## src/rtl/rfifo_pkg.sv

```systemverilog
package rfifo_pkg;

	// operation codes carried in s_tuser
	localparam int FUNC_W = 3;
	typedef logic [FUNC_W-1:0] func_t;

	localparam func_t FUNC_PUSH    = 3'd0;
	localparam func_t FUNC_POP     = 3'd1;
	localparam func_t FUNC_PEEK    = 3'd2;
	localparam func_t FUNC_DISCARD = 3'd3;
	localparam func_t FUNC_FLUSH   = 3'd4;

	// configuration register indexes
	localparam int CFG_IDX_W  = 2;
	localparam int CFG_DATA_W = 5;
	typedef logic [CFG_IDX_W-1:0] cfg_idx_t;

	localparam cfg_idx_t CFG_CAPACITY  = 2'd0;
	localparam cfg_idx_t CFG_OVERWRITE = 2'd1;

	// fixed field widths
	localparam int COUNT_W = 4;

endpackage

```

## src/rtl/ring_fifo_with_overwrite_core.sv

```systemverilog
// channel | dir | signals                        | request contents
// --------+-----+--------------------------------+----------------------------------------
// s       | in  | s_tvalid s_tready s_tdata s_tuser | one operation: func, push_data, count
// m       | out | m_tvalid m_tready m_tdata      | one status per operation
// cfg     | in  | cfg_valid cfg_ready cfg_index cfg_data | register write
//
// one operation is taken every cycle while the m side is not stalled; a request is held in the
// input register at acceptance and its result is then captured in the result register
// the rate is set by the single write port and the single read port of the entry store
// and the registered update of the head and tail indices
// reset clears the indices, sets capacity to 16 (clamped to MAX_DEPTH) and overwrite off;
// store contents are unknown after reset and are never read before being written
// a stalled m side holds the result register and in turn the input register
module ring_fifo_with_overwrite_core
	import rfifo_pkg::*;
#(
	parameter int MAX_DEPTH  = 16,
	parameter int DATA_WIDTH = 32
) (
	input  logic                   clk,
	input  logic                   arst_n,

	input  logic                   s_tvalid,
	output logic                   s_tready,
	// push_data, discard_count, zero pad
	input  logic [((DATA_WIDTH+COUNT_W+7)/8)*8-1:0] s_tdata,
	// func
	input  logic [FUNC_W-1:0]      s_tuser,

	output logic                   m_tvalid,
	input  logic                   m_tready,
	// done_count, read_data, dropped_oldest, fill_count, is_full, is_empty, zero pad
	output logic [((DATA_WIDTH+2*COUNT_W+3+7)/8)*8-1:0] m_tdata,

	input  logic                   cfg_valid,
	output logic                   cfg_ready,
	input  logic [CFG_IDX_W-1:0]   cfg_index,
	input  logic [CFG_DATA_W-1:0]  cfg_data
);

	localparam int OUT_W   = ((DATA_WIDTH+2*COUNT_W+3+7)/8)*8;
	localparam int IW      = (MAX_DEPTH > 1) ? $clog2(MAX_DEPTH) : 1;   // index width
	localparam int CW      = IW + 1;                                     // capacity width
	localparam int SW      = (CW > COUNT_W) ? CW : COUNT_W;              // discard math width
	localparam int CAP_RST = (MAX_DEPTH < 16) ? MAX_DEPTH : 16;

	// ring index advance with wrap at the active capacity
	function automatic logic [IW-1:0] wrap_inc(input logic [IW-1:0] idx,
			input logic [CW-1:0] cap);
		logic [CW-1:0] n;
		n = {1'b0, idx} + CW'(1);
		return (n >= cap) ? '0 : n[IW-1:0];
	endfunction

	// entries held between tail and head
	function automatic logic [CW-1:0] fill_of(input logic [IW-1:0] wi,
			input logic [IW-1:0] ri, input logic [CW-1:0] cap);
		logic [CW-1:0] f;
		if (wi >= ri) begin
			f = {1'b0, wi} - {1'b0, ri};
		end else begin
			f = cap - ({1'b0, ri} - {1'b0, wi});
		end
		return f;
	endfunction

	// control state
	logic [IW-1:0]         wi_q, ri_q;
	logic [CW-1:0]         cap_q;
	logic                  ovw_q;

	// input register
	logic                  valid_s1;
	func_t                 func_s1;
	logic [DATA_WIDTH-1:0] data_s1;
	logic [COUNT_W-1:0]    ndisc_s1;

	// result register
	logic                  out_valid_q;
	logic [COUNT_W-1:0]    done_q;
	logic [DATA_WIDTH-1:0] rd_q;
	logic                  dropped_q;
	logic [COUNT_W-1:0]    fill_q;
	logic                  full_q, empty_q;

	// entry store and registered tail entry
	logic [DATA_WIDTH-1:0] store_q [MAX_DEPTH];
	logic [DATA_WIDTH-1:0] head_q;

	logic                  adv, exec;
	logic                  cfg_wr, cap_wr;
	logic [CW-1:0]         cap_new;
	logic                  full_cur, empty_cur;
	logic [CW-1:0]         fill_cur;
	logic [SW-1:0]         nd_eff;
	logic [SW:0]           disc_sum;
	logic [IW-1:0]         wi_op, ri_op, wi_next, ri_next;
	logic                  we;
	logic [COUNT_W-1:0]    done_op;
	logic [DATA_WIDTH-1:0] rd_op;
	logic                  dropped_op;
	logic [CW-1:0]         fill_op;

	// handshakes
	assign adv       = !out_valid_q || m_tready;
	assign exec      = valid_s1 && adv;
	assign s_tready  = !valid_s1 || adv;
	assign cfg_ready = 1'b1;
	assign cfg_wr    = cfg_valid && cfg_ready;
	assign cap_wr    = cfg_wr && (cfg_index == CFG_CAPACITY);

	// out of range capacity clamps to 2..MAX_DEPTH
	always_comb begin
		if (cfg_data < CFG_DATA_W'(2)) begin
			cap_new = CW'(2);
		end else if (int'(cfg_data) > MAX_DEPTH) begin
			cap_new = CW'(MAX_DEPTH);
		end else begin
			cap_new = CW'(cfg_data);
		end
	end

	// status before the operation
	assign empty_cur = (wi_q == ri_q);
	assign full_cur  = (wrap_inc(wi_q, cap_q) == ri_q);
	assign fill_cur  = fill_of(wi_q, ri_q, cap_q);

	// discard: drop the lesser of the count and the fill
	always_comb begin
		nd_eff   = (SW'(ndisc_s1) > SW'(fill_cur)) ? SW'(fill_cur) : SW'(ndisc_s1);
		disc_sum = (SW+1)'(ri_q) + (SW+1)'(nd_eff);
		if (disc_sum >= (SW+1)'(cap_q)) begin
			disc_sum = disc_sum - (SW+1)'(cap_q);
		end
	end

	// operation decode
	always_comb begin
		wi_op      = wi_q;
		ri_op      = ri_q;
		we         = 1'b0;
		done_op    = '0;
		rd_op      = '0;
		dropped_op = 1'b0;
		unique case (func_s1)
			FUNC_PUSH: begin
				if (!full_cur || ovw_q) begin
					we         = exec;
					wi_op      = wrap_inc(wi_q, cap_q);
					done_op    = COUNT_W'(1);
					// overwrite on full pushes the tail along
					if (full_cur) begin
						ri_op      = wrap_inc(ri_q, cap_q);
						dropped_op = 1'b1;
					end
				end
			end
			FUNC_POP, FUNC_PEEK: begin
				if (!empty_cur) begin
					rd_op   = head_q;
					done_op = COUNT_W'(1);
					if (func_s1 == FUNC_POP) begin
						ri_op = wrap_inc(ri_q, cap_q);
					end
				end
			end
			FUNC_DISCARD: begin
				ri_op   = disc_sum[IW-1:0];
				done_op = nd_eff[COUNT_W-1:0];
			end
			FUNC_FLUSH: begin
				wi_op = '0;
				ri_op = '0;
			end
			default: begin
			end
		endcase
	end

	assign fill_op = fill_of(wi_op, ri_op, cap_q);

	// capacity write flushes the queue
	always_comb begin
		if (cap_wr) begin
			wi_next = '0;
			ri_next = '0;
		end else if (exec) begin
			wi_next = wi_op;
			ri_next = ri_op;
		end else begin
			wi_next = wi_q;
			ri_next = ri_q;
		end
	end

	// control registers
	always_ff @(posedge clk or negedge arst_n) begin
		if (!arst_n) begin
			wi_q        <= '0;
			ri_q        <= '0;
			cap_q       <= CW'(CAP_RST);
			ovw_q       <= 1'b0;
			valid_s1    <= 1'b0;
			out_valid_q <= 1'b0;
		end else begin
			wi_q <= wi_next;
			ri_q <= ri_next;
			if (cap_wr) begin
				cap_q <= cap_new;
			end
			if (cfg_wr && (cfg_index == CFG_OVERWRITE)) begin
				ovw_q <= cfg_data[0];
			end
			if (s_tready) begin
				valid_s1 <= s_tvalid;
			end
			if (exec) begin
				out_valid_q <= 1'b1;
			end else if (m_tready) begin
				out_valid_q <= 1'b0;
			end
		end
	end

	// input register payload
	always_ff @(posedge clk) begin
		if (s_tready && s_tvalid) begin
			func_s1  <= s_tuser;
			data_s1  <= s_tdata[DATA_WIDTH-1:0];
			ndisc_s1 <= s_tdata[DATA_WIDTH+COUNT_W-1:DATA_WIDTH];
		end
	end

	// result register payload
	always_ff @(posedge clk) begin
		if (exec) begin
			done_q    <= done_op;
			rd_q      <= rd_op;
			dropped_q <= dropped_op;
			fill_q    <= COUNT_W'(fill_op);
			full_q    <= (wrap_inc(wi_op, cap_q) == ri_op);
			empty_q   <= (wi_op == ri_op);
		end
	end

	// entry store: write at head, keep the tail entry registered with write bypass
	always_ff @(posedge clk) begin
		if (we) begin
			store_q[wi_q] <= data_s1;
		end
		if (we && (wi_q == ri_next)) begin
			head_q <= data_s1;
		end else begin
			head_q <= store_q[ri_next];
		end
	end

	assign m_tvalid = out_valid_q;
	assign m_tdata  = OUT_W'({empty_q, full_q, fill_q, dropped_q, rd_q, done_q});

	// indices never leave the active ring
	a_idx_range: assert property (@(posedge clk) disable iff (!arst_n)
		(wi_q < cap_q) && (ri_q < cap_q))
		else $error("ring index outside capacity");

	// empty state and zero fill agree
	a_fill_empty: assert property (@(posedge clk) disable iff (!arst_n)
		empty_cur == (fill_cur == '0))
		else $error("fill count disagrees with empty flag");

	// a refused push leaves the head alone
	a_refuse: assert property (@(posedge clk) disable iff (!arst_n)
		exec && (func_s1 == FUNC_PUSH) && full_cur && !ovw_q && !cap_wr |=>
		wi_q == $past(wi_q))
		else $error("refused push moved the head");

	// a dropped entry only comes with a single completed push
	a_dropped: assert property (@(posedge clk) disable iff (!arst_n)
		out_valid_q && dropped_q |-> (done_q == COUNT_W'(1)) && full_q && !empty_q)
		else $error("dropped flag without a completed push");

endmodule

```

## config.mk

```make
export PLATFORM = sky130hd
export DESIGN_NAME = ring_fifo_with_overwrite_core
export DESIGN_NICKNAME = d
export VERILOG_FILES = /design/src/rtl/rfifo_pkg.sv /design/src/rtl/ring_fifo_with_overwrite_core.sv
export SDC_FILE = /design/constraint.sdc
export NUM_CORES = 1
export LEC_CHECK = 0
export ABC_CLOCK_PERIOD_IN_PS = 8700
export BUFFER_PORTS_ARGS = -buffer_cell sky130_fd_sc_hd__buf_2
export CAP_MARGIN = 20
export CORE_ASPECT_RATIO = 0.8
export CORE_MARGIN = 1.5
export CORE_UTILIZATION = 55
export CTS_CLUSTER_DIAMETER = 80
export DETAILED_ROUTE_END_ITERATION = 12
export PLACE_DENSITY_LB_ADDON = 0.25
export SLEW_MARGIN = 20
export SYNTH_ARGS = -nofsm -noshare
export SYNTH_HDL_FRONTEND = slang
export SYNTH_SLANG_ARGS = --single-unit
```

## constraint.sdc

```tcl
create_clock -name clk -period 8.7 [get_ports clk]
set_clock_uncertainty 0.15 [all_clocks]
set_input_delay 1.305 -clock clk [delete_from_list [all_inputs] [get_ports clk]]
set_output_delay 1.305 -clock clk [all_outputs]
set_load 0.05 [all_outputs]
```

==> results of run 1 <==
==> sequential cells by signal, indices dropped and copies added, names as in the netlist, named ones only <==
signal,cells
cap_q,5
wi_q,4
ri_q,4
ovw_q,1
empty_q,1
rd_q,32
valid_s1,1
done_q,4
m_tvalid,1
ndisc_s1,4
func_s1,3
full_q,1
fill_q,4
store_q,512
data_s1,32
dropped_q,1
==> critical path, delay by kind of cell, from the launching register on <==
kind / cells / cell delay (ns)
AOI/OAI and AO/OA: 14 / 2.38
xor gates and xnor gates: 4 / 0.64
adders and majority gates: 9 / 3.15
buffers and inverters: 5 / 0.48
DFF: 1 / 0.47
muxes: 1 / 0.37
and+or+nand+nor: 3 / 0.36
==> cell type report <==
cell class / count / area [µm²]
Tap cell: 603 / 754
Clock buffer: 66 / 1480
Timing Repair Buffer: 143 / 848
Sequential cell: 614 / 18300
Inverter: 43 / 164
Fill cell: 3014 / 16300
Multi-Input combinational cell: 536 / 6590
Clock inverter: 42 / 372
==> worst max-delay path by stage <==
stage / slack [ns] / startpoint / end / cells past startpoint
floorplan: 0.35 / ri_q[1] / fill_q[3] / 38
global placement: 0.28 / ri_q[1] / fill_q[3] / 38
detailed placement: 0.05 / ri_q[1] / fill_q[3] / 39
CTS: 0.13 / ri_q[0] / fill_q[3] / 37
global route: 0.01 / ri_q[0] / fill_q[3] / 36
finish: 0.42 / ri_q[0] / fill_q[3] / 36
==> metrics by stage <==
step	setup slack (ns)	instance area, µm²	util (%)
6_report	0.417	28500	63.7
5_1_grt	0.00979	28500	63.7
4_1_cts	0.127	28500	63.6
3_3_place_gp	0.283	26600	59.5
3_5_place_dp	0.0517	26600	59.5
2_1_floorplan	0.351	25200	-
==> what timing repair did <==
item,4_1_cts,5_1_grt
pin swaps,0,1
resized for setup,1,5
buffers inserted,0,4
hold buffers,0,0
endpoints found under the setup margin,1,4
==> synth_stat cells (4+ instances only) <==
cell type | instances | area share [%]
a211oi_1 | 10 | 0.30
a21o_1 | 17 | 0.51
a21oi_1 | 26 | 0.52
a22oi_1 | 4 | 0.12
and3_1 | 5 | 0.12
buf_1 | 15 | 0.22
buf_4 | 9 | 0.27
clkbuf_1 | 36 | 0.54
dfrtp_1 | 15 | 1.5
dfxtp_1 | 4 | 0.32
edfxtp_1 | 594 | 71
fa_1 | 11 | 0.87
ha_1 | 51 | 2.5
inv_1 | 42 | 0.63
mux2_2 | 4 | 0.18
mux2i_1 | 7 | 0.28
mux4_2 | 160 | 14
nand2_1 | 24 | 0.36
nand2b_1 | 8 | 0.20
nand3_1 | 10 | 0.20
nand3b_1 | 5 | 0.15
nor2_1 | 44 | 0.66
nor2b_1 | 39 | 0.97
nor3_1 | 9 | 0.18
o211ai_1 | 4 | 0.12
o21ai_0 | 17 | 0.34
xnor2_1 | 15 | 0.52
xor2_1 | 13 | 0.45
==> logic make-up after synthesis <==
logic type,synth area share [%]
AO/OA/AOI/OAI,3.02
flip-flops,72.7
buffers and inverters,1.80
multiplexers,14.8
AND/OR/NAND/NOR,3.36
adder cells (fa/ha/maj),3.40
other,0.0298
XOR/XNOR,0.973
==> metal layers <==
| layer | track usage, % | vias up |
|---|---|---|
| li1 | - | 5367 |
| met1 | 32.8 | 6465 |
| met3 | 3.63 | 70 |
| met5 | 0 | - |
| met4 | 6.20 | 0 |
| met2 | 35.9 | 411 |
==> power by group through the flow <==
stage               registers [µW]  logic (µW)  clock network [µW]
CTS                           3520        3110                2510
detailed placement            3580        3100                   0
global placement              3580        3040                   0
floorplan                     3630        2300                   0
global route                  3530        3420                2610
finish                        3510        3130                2450
==> flow_summary.ini, run 1 <==
[synth]
yosys_warnings = 0
netlist_area_um2 = 25200
ys_seq_area_share_pct = 72.7
syn_inst = 1254
synth_edf_count = 594
synthFlopType = edfxtp_1
synth.distinct_cells = 66
async_flop_share_pct = 2.61
ys_seq_elements = 614
syn_area_per_cell_um2 = 20.1

[global_routing]
grt_pass1_wl_um = 77900
grt_overflow = 0
first_global_vias = 12300
grt_max_degree = 116
antenna_found_initial = 0
track_usage_pct = 22.5

[timing]
hold_viol_final = 0
slew_headroom_pct = 27.2
slew_violations = 0
post-route-period-util_pct = 95.2
rsz0062_at_grt = false
min_period_ns = 8.28
max_freq_mhz = 121
hold_slack_ns = 0.352
worst_pin_slew_ns = 1.09
finalSetupViolCount = 0
finalSetupTns_ns = 0

[detailed_routing]
drt-initial-drc-count = 1012
wl_met2_um = 25000
top_layer = met4
wl_met1_um = 22500
drt-wirelength-per-cell_um = 25.2
drt_pass1_iterations = 5
avgViaCountPerCell = 6.02
drcViolationCount = 0
wl_um = 51700
wl_met3_um = 3160
vias = 12300
drtAntennaViolNets = 0

[clock_network]
numCtsBuffers = 57
cts.sinks = 614
cts_root_buffer = clkbuf_16
cts_tree = done
clockBufferDepth = 3
ctsHtreeMaxLevel = 2
clk_pin_slew_ns = 0.06
clk_latency_ns = 0.62

[floorplan]
die-area_um2 = 47100
initial_core_util_pct = 56.3
fp.dieW_um = 242
rows = 69
core_um2 = 44800
chipHeight_um = 194
boundaryPins = 106

[setup_path]
ff2ff_setup_slack_ns = 0.42
critical_path_class = flop to flop
crit_path_end_kind = flop
crit_path_frequent_cell = ha_1
r2r-start = ri_q[0]
crit_slowest_cell = fa_1
path_max_fanout = 8
critical-path-max-stage-delay_ns = 0.49
crit_required_ns = 8.91
critPathLaunchType = flop
reg2reg_to = fill_q[3]
arrival_ns = 8.50
r2r_cells = 36

[power]
power_leakage_uw = 0.00953
power_uw = 9100
p_per_area_nw_per_um2 = 319
p_comb_share_pct = 34.4
seqPwrFrac_pct = 38.6
clkPwrFrac_pct = 27.0
switchingPower_uw = 2820
p_int_uw = 6290
sw_frac_of_total_pct = 30.9
ir_drop_mv = 0.250

[min_path]
min_to = m_tvalid
whs_path_depth = 1
min_from = valid_s1
min_path_type = flop to flop

[layout]
instances_no_fill = 2047
area_delta_synth_final_pct = 13.2
final_nets = 1512
final_cell_mix = edfxtp_1, mux4_2, buf_2, clkbuf_16, ha_1
final_common_cell = edfxtp_1
layout-drive-gt1-share_pct = 30.1
diodes = 0

[placed_design]
dp_hpwl_um = 27400
dpl.cell_count = 1935
routabilityCongestion = 0.881
port_buffers = 95

[outcome]
status = finished, final reports clean

[run]
maxCapViolCount = 0
Power figures use the tool's default switching activity.
==> run 2: changes to the inputs <==
--- a/config.mk
+++ b/config.mk
@@ -13,7 +13,7 @@
 export CORE_UTILIZATION = 55
 export CTS_CLUSTER_DIAMETER = 80
 export DETAILED_ROUTE_END_ITERATION = 12
-export PLACE_DENSITY_LB_ADDON = 0.25
+export PLACE_DENSITY = 0.79
 export SLEW_MARGIN = 20
 export SYNTH_ARGS = -nofsm -noshare
 export SYNTH_HDL_FRONTEND = slang
==> run 2 against run 1 <==
Maximum frequency up 0.79%. Wire length rose by 12%. Via count increased by 4.8%. Flip-flop and latch count is the same. Worst hold slack gained 0.010 ns. Register-to-register slack better by 0.06 ns. Clock power hardly changed. Non-clock buffer count down 6. Final cell count shrank 0.49%. Critical path type unchanged.
==> flow_summary.ini, run 2 (synthesized netlist as in run 1, its figures left out) <==
[layout]
fillers = 2920
seq_area_um2 = 18300
final_nets = 1506
multi_input_area_um2 = 6580
reg.largest.list = store_q x512, data_s1 x32, rd_q x32
final_common_cell = edfxtp_1
final_cell_mix = edfxtp_1, mux4_2, buf_2, clkbuf_16, ha_1
largest_reg_flops = 512
layout-drive-gt1-share_pct = 29.0
final_core_util_pct = 63.5
instances_no_fill = 2037
area_delta_synth_final_pct = 12.9
regMostFlops = store_q

[clock_network]
clk_pin_slew_ns = 0.07
numCtsBuffers = 57
cts_root_buffer = clkbuf_16
clk_latency_ns = 0.61
cts_tree = done
ctsHtreeMaxLevel = 2
clockBufferDepth = 3
cts.sinks = 614

[timing]
rsz0062_at_grt = false
hold_viol_final = 0
slew_headroom_pct = 31.6
finalSetupTns_ns = 0
finalSetupViolCount = 0
min_period_ns = 8.22
worst_pin_slew_ns = 1.03
max_freq_mhz = 122
post-route-period-util_pct = 94.5
slew_violations = 0

[setup_path]
cp_num_buf_inv = 6
critical-path-max-stage-delay_ns = 0.49
crit_required_ns = 8.90
crit_path_end_kind = flop
arrival_ns = 8.42
path_max_fanout = 7
critPathTopFamily = compound AO/OA/AOI/OAI gates
critical_path_class = flop to flop
ff2ff_setup_slack_ns = 0.48
crit_slowest_cell = fa_1
critPathLaunchType = flop

[global_routing]
grt_max_degree = 102
antenna_found_initial = 1
grt_overflow = 0
first_global_vias = 13200
track_usage_pct = 25.0
grt_pass1_wl_um = 85400

[placed_design]
routabilityCongestion = 0.865
port_buffers = 95
dpl.cell_count = 1931
dp_hpwl_um = 28000

[floorplan]
initial_core_util_pct = 56.3
boundaryPins = 106
rows = 69
core_um2 = 44800
fp.dieW_um = 242
chipHeight_um = 194
die-area_um2 = 47100

[detailed_routing]
avgViaCountPerCell = 6.34
wl_um = 57800
drt_pass1_iterations = 7
drt-initial-drc-count = 1508
drtAntennaViolNets = 0
drcViolationCount = 0
drt-wirelength-per-cell_um = 28.4
vias = 12900

[power]
power_leakage_uw = 0.00948
p_per_area_nw_per_um2 = 321
ir_drop_mv = 0.297

[min_path]
min_path_type = flop to flop

[outcome]
status = finished, final reports clean

[run]
maxCapViolCount = 0
-- run 2: cell count changes in the layout (fill, tap and decap cells not counted), sizes merged --
cell,before,now
clkinv,26,19
buf,143,137
clkbuf,66,70
clkinvlp,8,6
bufinv,5,6
diode,0,1
inv,46,45
-- run 2: final timing paths --
kind                           from        end  cells past startpoint
max                         wi_q[0]  fill_q[3]                     39
min                        valid_s1   m_tvalid                      1
max in group asynchronous    arst_n    ri_q[0]                      1
max reg2reg                 wi_q[0]  fill_q[3]                     39
min in group asynchronous    arst_n   valid_s1                      1
min reg2reg                valid_s1   m_tvalid                      1
-- run 2: worst register-to-register path: cells and delay by family (launching register included) --
kind                     cells  cell delay (ns)
flip-flops                   1             0.38
multiplexers                 2             0.70
adder cells (fa/ha/maj)      7             2.22
AND/OR/NAND/NOR              5             0.72
buffers and inverters        6             0.68
AO/OA/AOI/OAI               16             2.64
XOR/XNOR                     3             0.43
-- run 2: layout make-up --
cell class              count  share of cell area, %
diodes                      1                0.00879
clock inverters            33                   1.18
clock buffers              70                   5.26
well taps                 603                   2.65
repair buffers            137                   2.82
inverters                  43                  0.576
multi-input cells         536                   23.1
flip-flops and latches    614                   64.4
-- run 2: power by group --
| part | switching, µW | internal [µW] |
|---|---|---|
| Sequential | 156 | 3380 |
| Combinational | 1630 | 1510 |
| Clock | 1060 | 1400 |
-- run 2: through the flow --
| step | power (µW) | setup slack (ns) | hold slack, ns | cell area, µm² |
|---|---|---|---|---|
| after CTS | 9160 | 0.427 | 0.355 | 28400 |
| after detailed placement | 6670 | 0.464 | 0.334 | 26600 |
| after global routing | 9580 | 0.00998 | 0.393 | 28500 |
| after floorplan | 5940 | 0.351 | 0.299 | 25200 |
| final | 9150 | 0.482 | 0.362 | 28500 |
| after global placement | 6580 | 0.628 | 0.312 | 26600 |
-- run 2: layer usage --
metal / GRT usage [%] / vias up / wire [µm]
li1: - / 5342 / -
met5: 0 / - / 0
met3: 4.85 / 126 / 4580
met4: 8.40 / 0 / 1770
met2: 41.6 / 726 / 29200
met1: 33.5 / 6713 / 22300
-- run 2: what timing repair did --
action / 4_1_cts / 5_1_grt
buffers inserted: 0 / 1
gates resized for setup: 0 / 3
endpoints found under the setup margin: 0 / 4
hold buffers: 0 / 0
